[config.mk]
export PLATFORM = sky130hd
export DESIGN_NAME = yuv420_to_rgb565_flip_rotate_top
export DESIGN_NICKNAME = d
export VERILOG_FILES = /design/src/rtl/core/yrgb_pkg.sv /design/src/rtl/core/yrgb_front.sv /design/src/rtl/core/yrgb_queue.sv /design/src/rtl/core/yrgb_back.sv /design/src/rtl/core/yuv420_to_rgb565_flip_rotate_top.sv
export SDC_FILE = /design/constraint.sdc
export NUM_CORES = 1
export LEC_CHECK = 0
export BUFFER_PORTS_ARGS = -buffer_cell sky130_fd_sc_hd__buf_2
export CORE_MARGIN = 2
export CORE_UTILIZATION = 35
export CTS_CLUSTER_DIAMETER = 100
export DETAILED_ROUTE_END_ITERATION = 10
export PLACE_DENSITY = 0.48
export SLEW_MARGIN = 20
export SYNTH_ARGS = -nofsm -noshare
export SYNTH_HDL_FRONTEND = slang
export SYNTH_SLANG_ARGS = --single-unit
[constraint.sdc]
create_clock -name clk -period 12.84 [get_ports clk]
set_input_delay 1.926 -clock clk [delete_from_list [all_inputs] [get_ports clk]]
set_output_delay 1.926 -clock clk [all_outputs]
set_load 0.02 [all_outputs]
[src/rtl/core/yrgb_pkg.sv]
package yrgb_pkg;

	localparam int PIX_W      = 8;
	localparam int TERM_W     = 12;
	localparam int ADDR_W     = 22;
	localparam int SIZE_W     = 12;
	localparam int RGB_W      = 16;
	localparam int IN_DATA_W  = 48;
	localparam int OUT_DATA_W = 40;
	localparam int CFG_IDX_W  = 2;

	localparam int DEF_MAX_WIDTH   = 2048;
	localparam int DEF_MAX_HEIGHT  = 2048;
	localparam int DEF_QUEUE_DEPTH = 4;

	localparam logic [SIZE_W-1:0] RESET_WIDTH  = 12'd320;
	localparam logic [SIZE_W-1:0] RESET_HEIGHT = 12'd240;

	typedef enum logic [CFG_IDX_W-1:0] {
		REG_FRAME_WIDTH  = 2'd0,
		REG_FRAME_HEIGHT = 2'd1,
		REG_ROTATE_MODE  = 2'd2
	} cfg_reg_t;

	// One classified quad: samples, chroma terms and its address plan.
	typedef struct packed {
		logic [3:0][PIX_W-1:0]    luma;
		logic signed [TERM_W-1:0] cc;
		logic signed [TERM_W-1:0] cg;
		logic signed [TERM_W-1:0] ca;
		logic [ADDR_W-1:0]        addr_a;
		logic [ADDR_W-1:0]        addr_b;
		logic [SIZE_W-1:0]        step;
		logic                     frame_end;
	} quad_entry_t;

endpackage

[src/rtl/core/yrgb_front.sv]
module yrgb_front #(
	parameter int MAX_WIDTH  = yrgb_pkg::DEF_MAX_WIDTH,
	parameter int MAX_HEIGHT = yrgb_pkg::DEF_MAX_HEIGHT
) (
	input  logic                                 clk,
	input  logic                                 arst_n,
	input  logic                                 s_tvalid,
	output logic                                 s_tready,
	input  logic [yrgb_pkg::IN_DATA_W-1:0]       s_tdata,
	input  logic                                 cfg_valid,
	output logic                                 cfg_ready,
	input  logic [yrgb_pkg::CFG_IDX_W-1:0]       cfg_index,
	input  logic [yrgb_pkg::SIZE_W-1:0]          cfg_data,
	input  logic                                 q_ready,
	output logic                                 push,
	output yrgb_pkg::quad_entry_t                push_entry
);

	localparam int CW = (MAX_WIDTH > 2) ? $clog2(MAX_WIDTH) : 1;
	localparam int RW = (MAX_HEIGHT > 2) ? $clog2(MAX_HEIGHT) : 1;
	localparam int AW = yrgb_pkg::ADDR_W;
	localparam int SW = yrgb_pkg::SIZE_W;
	localparam int TW = yrgb_pkg::TERM_W;
	localparam int PW = yrgb_pkg::PIX_W;
	localparam int MAX_W_EVEN = (MAX_WIDTH / 2) * 2;
	localparam int MAX_H_EVEN = (MAX_HEIGHT / 2) * 2;

	logic [SW-1:0] width_q;
	logic [SW-1:0] height_q;
	logic          rotate_q;
	logic [CW-1:0] col_q;
	logic [RW-1:0] row_q;

	logic [SW-1:0] w_eff;
	logic [SW-1:0] h_eff;
	logic          last_col;
	logic          last_row;
	logic          accept;

	logic signed [TW-1:0] u_x;
	logic signed [TW-1:0] v_x;
	logic signed [TW-1:0] cc_sum;
	logic signed [TW-1:0] ca_sum;

	logic [AW-1:0]   mul_a;
	logic [AW-1:0]   mul_b;
	logic [2*AW-1:0] product;
	logic [AW-1:0]   quad_addr;

	function automatic logic [SW-1:0] eff_size(input logic [SW-1:0] raw, input int maxv);
		logic [SW-1:0] v;
		v = {raw[SW-1:1], 1'b0};
		if (v < SW'(2))
			v = SW'(2);
		if (32'(v) > 32'(maxv))
			v = SW'(maxv);
		return v;
	endfunction

	assign cfg_ready = 1'b1;

	always_ff @(posedge clk or negedge arst_n) begin
		if (!arst_n) begin
			width_q  <= yrgb_pkg::RESET_WIDTH;
			height_q <= yrgb_pkg::RESET_HEIGHT;
			rotate_q <= 1'b0;
		end else if (cfg_valid) begin
			case (cfg_index)
				yrgb_pkg::REG_FRAME_WIDTH:  width_q  <= cfg_data;
				yrgb_pkg::REG_FRAME_HEIGHT: height_q <= cfg_data;
				yrgb_pkg::REG_ROTATE_MODE:  rotate_q <= cfg_data[0];
				default: ;
			endcase
		end
	end

	assign w_eff = eff_size(width_q, MAX_W_EVEN);
	assign h_eff = eff_size(height_q, MAX_H_EVEN);

	assign last_col = (32'(col_q) + 32'd2) >= 32'(w_eff);
	assign last_row = (32'(row_q) + 32'd2) >= 32'(h_eff);

	assign s_tready = q_ready;
	assign accept   = s_tvalid && q_ready;
	assign push     = accept;

	always_ff @(posedge clk or negedge arst_n) begin
		if (!arst_n) begin
			col_q <= '0;
			row_q <= '0;
		end else if (accept) begin
			if (last_col) begin
				col_q <= '0;
				row_q <= last_row ? '0 : row_q + RW'(2);
			end else begin
				col_q <= col_q + CW'(2);
			end
		end
	end

	// Chroma terms; all shifts are arithmetic.
	always_comb begin
		u_x    = TW'($signed(s_tdata[4*PW +: PW]));
		v_x    = TW'($signed(s_tdata[5*PW +: PW]));
		cc_sum = (u_x <<< 1) + (u_x >>> 5) - TW'(64);
		ca_sum = v_x + (v_x >>> 3) - TW'(36);
	end

	// Rotated frames use x*H + y, normal frames (H-1-y)*W + x; both wrap at the address width.
	always_comb begin
		if (rotate_q) begin
			mul_a = AW'(col_q);
			mul_b = AW'(h_eff);
		end else begin
			mul_a = AW'(h_eff) - AW'(1) - AW'(row_q);
			mul_b = AW'(w_eff);
		end
		product   = mul_a * mul_b;
		quad_addr = product[AW-1:0] + (rotate_q ? AW'(row_q) : AW'(col_q));
	end

	always_comb begin
		push_entry.luma[0]   = s_tdata[0*PW +: PW];
		push_entry.luma[1]   = s_tdata[1*PW +: PW];
		push_entry.luma[2]   = s_tdata[2*PW +: PW];
		push_entry.luma[3]   = s_tdata[3*PW +: PW];
		push_entry.cc        = cc_sum >>> 1;
		push_entry.cg        = TW'(31) - (u_x >>> 2) - (u_x >>> 3) - (v_x >>> 1) - (v_x >>> 4);
		push_entry.ca        = ca_sum >>> 1;
		push_entry.addr_a    = quad_addr;
		push_entry.addr_b    = rotate_q ? quad_addr + AW'(1) : quad_addr - AW'(w_eff);
		push_entry.step      = rotate_q ? h_eff : SW'(1);
		push_entry.frame_end = last_col && last_row;
	end

endmodule

[src/rtl/core/yrgb_queue.sv]
module yrgb_queue #(
	parameter int DEPTH = yrgb_pkg::DEF_QUEUE_DEPTH
) (
	input  logic                  clk,
	input  logic                  arst_n,
	input  logic                  push,
	input  yrgb_pkg::quad_entry_t push_entry,
	output logic                  push_ready,
	input  logic                  pop,
	output logic                  head_valid,
	output yrgb_pkg::quad_entry_t head_entry
);

	localparam int PW = (DEPTH > 1) ? $clog2(DEPTH) : 1;
	localparam int NW = $clog2(DEPTH + 1);

	yrgb_pkg::quad_entry_t mem_q [DEPTH];
	logic [PW-1:0] wr_ptr_q;
	logic [PW-1:0] rd_ptr_q;
	logic [NW-1:0] count_q;

	assign push_ready = count_q != NW'(DEPTH);
	assign head_valid = count_q != '0;
	assign head_entry = mem_q[rd_ptr_q];

	always_ff @(posedge clk) begin
		if (push)
			mem_q[wr_ptr_q] <= push_entry;
	end

	always_ff @(posedge clk or negedge arst_n) begin
		if (!arst_n) begin
			wr_ptr_q <= '0;
			rd_ptr_q <= '0;
			count_q  <= '0;
		end else begin
			if (push)
				wr_ptr_q <= (wr_ptr_q == PW'(DEPTH - 1)) ? '0 : wr_ptr_q + PW'(1);
			if (pop)
				rd_ptr_q <= (rd_ptr_q == PW'(DEPTH - 1)) ? '0 : rd_ptr_q + PW'(1);
			if (push && !pop)
				count_q <= count_q + NW'(1);
			else if (pop && !push)
				count_q <= count_q - NW'(1);
		end
	end

	a_no_overflow: assert property (@(posedge clk) disable iff (!arst_n)
		push |-> (push_ready || pop))
		else $error("queue written while full");

	a_no_underflow: assert property (@(posedge clk) disable iff (!arst_n)
		pop |-> head_valid)
		else $error("queue read while empty");

	a_count_drop: assert property (@(posedge clk) disable iff (!arst_n)
		(pop && !push) |=> count_q == $past(count_q) - NW'(1))
		else $error("queue count did not follow a read");

endmodule

[src/rtl/core/yrgb_back.sv]
module yrgb_back (
	input  logic                                clk,
	input  logic                                arst_n,
	input  logic                                head_valid,
	input  yrgb_pkg::quad_entry_t               head_entry,
	output logic                                pop,
	output logic                                m_tvalid,
	input  logic                                m_tready,
	output logic [yrgb_pkg::OUT_DATA_W-1:0]     m_tdata,
	output logic                                m_tuser,
	output logic                                m_tlast
);

	localparam int AW = yrgb_pkg::ADDR_W;
	localparam int TW = yrgb_pkg::TERM_W;
	localparam int PAD_W = yrgb_pkg::OUT_DATA_W - AW - yrgb_pkg::RGB_W;

	yrgb_pkg::quad_entry_t cur_q;
	logic                  cur_valid_q;
	logic [1:0]            pix_q;
	logic                  m_tvalid_q;
	logic [yrgb_pkg::OUT_DATA_W-1:0] m_tdata_q;
	logic                  m_tuser_q;
	logic                  m_tlast_q;

	logic                          out_load;
	logic                          cur_done;
	logic [AW-1:0]                 pix_addr;
	logic [yrgb_pkg::RGB_W-1:0]    pix_rgb;

	function automatic logic [5:0] clamp_term(input logic signed [TW-1:0] x,
			input logic [5:0] hi);
		logic [5:0] r;
		if (x < 0)
			r = '0;
		else if (x > $signed(TW'(hi)))
			r = hi;
		else
			r = x[5:0];
		return r;
	endfunction

	function automatic logic [yrgb_pkg::RGB_W-1:0] pack_rgb(
			input logic [yrgb_pkg::PIX_W-1:0] l, input logic signed [TW-1:0] cc,
			input logic signed [TW-1:0] cg, input logic signed [TW-1:0] ca);
		logic signed [TW-1:0] lx;
		logic signed [TW-1:0] hl;
		logic [5:0] b;
		logic [5:0] g;
		logic [5:0] r;
		lx = TW'($signed(l));
		hl = lx >>> 1;
		b  = clamp_term(hl + cc, 6'd31);
		g  = clamp_term(lx + cg, 6'd63);
		r  = clamp_term(hl + ca, 6'd31);
		return {r[4:0], g, b[4:0]};
	endfunction

	assign out_load = cur_valid_q && (!m_tvalid_q || m_tready);
	assign cur_done = out_load && (pix_q == 2'd3);
	assign pop      = head_valid && (!cur_valid_q || cur_done);

	// Pixel order: top-left, top-right, bottom-left, bottom-right.
	assign pix_addr = (pix_q[1] ? cur_q.addr_b : cur_q.addr_a) +
		(pix_q[0] ? AW'(cur_q.step) : AW'(0));
	assign pix_rgb  = pack_rgb(cur_q.luma[pix_q], cur_q.cc, cur_q.cg, cur_q.ca);

	always_ff @(posedge clk or negedge arst_n) begin
		if (!arst_n) begin
			cur_valid_q <= 1'b0;
			pix_q       <= '0;
			m_tvalid_q  <= 1'b0;
		end else begin
			if (pop) begin
				cur_valid_q <= 1'b1;
				pix_q       <= '0;
			end else begin
				if (out_load)
					pix_q <= pix_q + 2'd1;
				if (cur_done)
					cur_valid_q <= 1'b0;
			end
			if (out_load)
				m_tvalid_q <= 1'b1;
			else if (m_tready)
				m_tvalid_q <= 1'b0;
		end
	end

	always_ff @(posedge clk) begin
		if (pop)
			cur_q <= head_entry;
		if (out_load) begin
			m_tdata_q <= {PAD_W'(0), pix_rgb, pix_addr};
			m_tuser_q <= pix_q == 2'd3;
			m_tlast_q <= (pix_q == 2'd3) && cur_q.frame_end;
		end
	end

	assign m_tvalid = m_tvalid_q;
	assign m_tdata  = m_tdata_q;
	assign m_tuser  = m_tuser_q;
	assign m_tlast  = m_tlast_q;

	a_frame_end_on_quad_end: assert property (@(posedge clk) disable iff (!arst_n)
		(m_tvalid && m_tlast) |-> m_tuser)
		else $error("frame end flagged on a pixel that does not close its quad");

	a_fourth_pixel_marked: assert property (@(posedge clk) disable iff (!arst_n)
		cur_done |=> (m_tvalid && m_tuser))
		else $error("fourth pixel of a quad left unmarked");

	a_pop_only_when_free: assert property (@(posedge clk) disable iff (!arst_n)
		(pop && cur_valid_q) |-> cur_done)
		else $error("new quad loaded over one still in progress");

endmodule

[src/rtl/core/yuv420_to_rgb565_flip_rotate_top.sv]
// YUV 4:2:0 to RGB565 converter with bottom-up flip or transpose.
// The s_ channel takes one 2x2 luma quad with its U and V samples per request,
// quads in raster order. The m_ channel gives four pixels per quad (top-left,
// top-right, bottom-left, bottom-right), each with its output word address.
// The cfg_ channel writes frame_width (0), frame_height (1) and rotate_mode (2);
// it is always ready; the user must write it only while no quad is in flight,
// which the block does not enforce. A quad passes the queue, then the
// current-quad register, then the single pixel output stage, which serializes
// each quad at one pixel per cycle while m_tready is high and quads wait.
// A four-entry queue sits between the quad front end and the pixel back end,
// so while m_tready is low the back end holds its output register and the
// front keeps taking quads until the queue is full; then s_tready drops.
// Reset clears the column and row counters, empties the queue and restores
// a 320x240 normal-mode frame.
module yuv420_to_rgb565_flip_rotate_top #(
	parameter int MAX_WIDTH   = yrgb_pkg::DEF_MAX_WIDTH,
	parameter int MAX_HEIGHT  = yrgb_pkg::DEF_MAX_HEIGHT,
	parameter int QUEUE_DEPTH = yrgb_pkg::DEF_QUEUE_DEPTH
) (
	input  logic                               clk,
	input  logic                               arst_n,
	input  logic                               s_tvalid,
	output logic                               s_tready,
	// luma_top_left, luma_top_right, luma_bottom_left, luma_bottom_right,
	// chroma_u, chroma_v
	input  logic [yrgb_pkg::IN_DATA_W-1:0]     s_tdata,
	output logic                               m_tvalid,
	input  logic                               m_tready,
	// pixel_address, pixel_rgb, zero padding
	output logic [yrgb_pkg::OUT_DATA_W-1:0]    m_tdata,
	// last_of_quad
	output logic                               m_tuser,
	output logic                               m_tlast,
	input  logic                               cfg_valid,
	output logic                               cfg_ready,
	input  logic [yrgb_pkg::CFG_IDX_W-1:0]     cfg_index,
	input  logic [yrgb_pkg::SIZE_W-1:0]        cfg_data
);

	logic                  push;
	logic                  push_ready;
	yrgb_pkg::quad_entry_t push_entry;
	logic                  pop;
	logic                  head_valid;
	yrgb_pkg::quad_entry_t head_entry;

	yrgb_front #(
		.MAX_WIDTH (MAX_WIDTH),
		.MAX_HEIGHT(MAX_HEIGHT)
	) u_front (
		.clk       (clk),
		.arst_n    (arst_n),
		.s_tvalid  (s_tvalid),
		.s_tready  (s_tready),
		.s_tdata   (s_tdata),
		.cfg_valid (cfg_valid),
		.cfg_ready (cfg_ready),
		.cfg_index (cfg_index),
		.cfg_data  (cfg_data),
		.q_ready   (push_ready),
		.push      (push),
		.push_entry(push_entry)
	);

	yrgb_queue #(
		.DEPTH(QUEUE_DEPTH)
	) u_queue (
		.clk       (clk),
		.arst_n    (arst_n),
		.push      (push),
		.push_entry(push_entry),
		.push_ready(push_ready),
		.pop       (pop),
		.head_valid(head_valid),
		.head_entry(head_entry)
	);

	yrgb_back u_back (
		.clk       (clk),
		.arst_n    (arst_n),
		.head_valid(head_valid),
		.head_entry(head_entry),
		.pop       (pop),
		.m_tvalid  (m_tvalid),
		.m_tready  (m_tready),
		.m_tdata   (m_tdata),
		.m_tuser   (m_tuser),
		.m_tlast   (m_tlast)
	);

endmodule

==> impl_metrics.yaml <==
run_status:
  outcome: "finished clean"
final_layout:
  finish.utilization_pct: 39.6
  layout.nets: 3212
  area_growth_pct: 12.6
  drive_above_1_share_pct: 16.2
  fill_cells: 9848
  stdcell_count: 4255
setup_path:
  arrival_ns: 10.86
  critPathSlowestCell: "or4_1"
  critPathMaxStageDelay_ns: 0.61
  start_kind: "register"
  crit_required_ns: 13.19
  worstPathMaxFanout: 9
  end_kind: "register"
  crit_type: "register to register"
route:
  via_per_inst: 5.04
  drt_first_iter_violations: 1170
  wirelength_um: 92000
  wl_per_cell_um: 21.6
  vias: 21400
  firstDrtPassIters: 5
  drc_errors: 0
  ant_nets: 0
logic_synthesis:
  ys_top_cells_by_count: "edfxtp_1 (650), inv_1 (302), ha_1 (216)"
  seq_area_frac_synth_pct: 55.6
  ys_warn_count: 0
  synthMuxAreaShare_pct: 9.78
  synth_edf_count: 650
  synthCells: 2655
  synth.most_common_cell: "edfxtp_1"
  synth_xor_area_share_pct: 3.62
  synth-seq-cells: 704
  synth_top_family_by_area: "adder cells"
  netlist_top_cells_area: "edfxtp_1 (52%), mux4_2 (7.8%), fa_1 (7.6%)"
  synth_top_area_share_pct: 52.0
  yosys.area_share.simple_pct: 6.76
  synth_area_um2: 37500
  synth_top_area_cell: "edfxtp_1"
  synthFlopType: "edfxtp_1"
  synth-compound-area-share_pct: 5.47
  synth_cell_types: 82
  syn_avg_cell_area_um2: 14.1
  async_flop_share_pct: 7.67
  synthAdderAreaFrac_pct: 14.8
global_route:
  grt-ovfl-total: 0
  grt_pass1_wl_um: 144000
  grt_pass1_vias: 23300
  grtUsageTotal_pct: 17.2
  grt_max_degree: 127
  antenna_found_initial: 3
clocking:
  postCtsSetupBuffers: 0
  cts_hold_buffers: 0
  root_buffer: "clkbuf_16"
  cts_buffers: 78
  tritoncts: "built"
  htreeDepth: 3
  clockBufferDepth: 3
  clk_pin_slew_ns: 0.06
  ctsResizeCount: 0
  cts.sinks: 704
  clk_latency_ns: 0.63
placed_design:
  dpl.hpwl_um: 65800
  dp.cells: 4109
  io_buffers: 108
  gp_congestion: 0.881
sta:
  finalSetupViolCount: 0
  fmax_mhz: 95.1
  slew_headroom_pct: 20.0
  worst_slew_pin_slew_ns: 1.19
  setup_tns_ns: 0
  period_minus_slack_ns: 10.52
  rsz0062_at_grt: "false"
  finalClockSkew_ns: 0.0266
  drv_slew: 0
  hold_slack_ns: 0.509
  finalHoldViolations: 0
  fin_crit_sh_pct: 81.9
die:
  initial_core_util_pct: 35.2
  ios: 112
  core_um2: 107000
  num_rows: 120
  fp.dieW_um: 331
  dieArea_um2: 110000
  die_y_um: 331
min_path:
  min_path_type: "register to register"
job:
  max_cap_violations: 0
-- layout make-up --
class	instances	area [um2]	area share (%)
well taps	1403	1760	4.15
clock buffers	94	2040	4.83
flip-flops and latches	704	20900	49.4
multi-input cells	1573	15200	36.0
repair buffers	126	701	1.66
diodes	1	2.50	0.00592
clock inverters	51	504	1.19
inverters	303	1140	2.69
-- routing by layer --
| layer | vias to the layer above | global-route usage, % | wire [um] |
|---|---|---|---|
| met5 | - | 0 | 0 |
| met4 | 0 | 4.96 | 2130 |
| met3 | 117 | 1.85 | 3140 |
| met2 | 418 | 30.1 | 45800 |
| met1 | 11000 | 22.7 | 40900 |
| li1 | 9865 | - | - |
-- worst paths after layout --
kind | depth (start not counted) | end | start | slack, ns
worst max-delay path | 43 | u_queue.mem_q[2][34] | u_front.height_q[9] | 2.32
worst min-delay path | 1 | u_queue.count_q[2] | u_queue.count_q[2] | 0.51
worst max register to register | 43 | u_queue.mem_q[2][34] | u_front.height_q[9] | 2.32
worst min register to register | 1 | u_queue.count_q[2] | u_queue.count_q[2] | 0.51
max in group asynchronous | 2 | u_queue.rd_ptr_q[1] | arst_n | 10.76
min in group asynchronous | 2 | u_front.row_q[2] | arst_n | 1.45
-- critical path: cells and delay by family, from the launching register on --
family	cells	cell delay, ns
adders and majority gates	9	3.67
xor gates and xnor gates	4	0.93
AOI/OAI and AO/OA	13	2.39
and+or+nand+nor	11	2.00
muxes	1	0.50
DFF	1	0.48
buffers and inverters	5	0.25
-- cell families (layout without fill, tap and decap cells) --
logic type | after synthesis | after routing
AND/OR/NAND/NOR | 542 | 542
other | 2 | 4
XOR/XNOR | 152 | 152
adder cells (fa/ha/maj) | 359 | 359
AO/OA/AOI/OAI | 318 | 318
flip-flops | 704 | 704
multiplexers | 199 | 199
buffers and inverters | 379 | 574
-- flip-flops by register name, summed over array words and instances (netlist names) --
name / flops
u_back.cur_q: 122
u_front.height_q: 11
u_back.cur_valid_q: 1
u_back.m_tdata: 38
u_back.m_tuser: 1
u_back.pix_q: 2
u_front.row_q: 10
u_back.m_tlast: 1
u_back.m_tvalid: 1
u_front.width_q: 11
u_front.rotate_q: 1
u_front.col_q: 10
u_queue.mem_q: 488
u_queue.wr_ptr_q: 2
u_queue.count_q: 3
u_queue.rd_ptr_q: 2
-- metrics by stage --
stage,worst slack (ns),cell area [um2]
2_1_floorplan,3.10,37500
3_3_place_gp,2.63,39700
3_5_place_dp,2.40,39700
4_1_cts,2.34,42300
5_1_grt,1.55,42300
6_report,2.32,42300
-- layout by cell type (no fill, tap or decap), types with 50 or more instances in the layout --
| cell type | n |
|---|---|
| inv_1 | 301 |
| clkbuf_16 | 78 |
| nor2_1 | 160 |
| xor2_1 | 50 |
| edfxtp_1 | 650 |
| mux4_2 | 130 |
| a21oi_1 | 111 |
| ha_1 | 216 |
| xnor2_1 | 100 |
| nand2_1 | 173 |
| o21ai_0 | 55 |
| fa_1 | 143 |
| buf_2 | 108 |
Power is left out: the tool's default activity adds up to more than one toggle a clock period on the data nets, which glitch-free logic cannot reach.
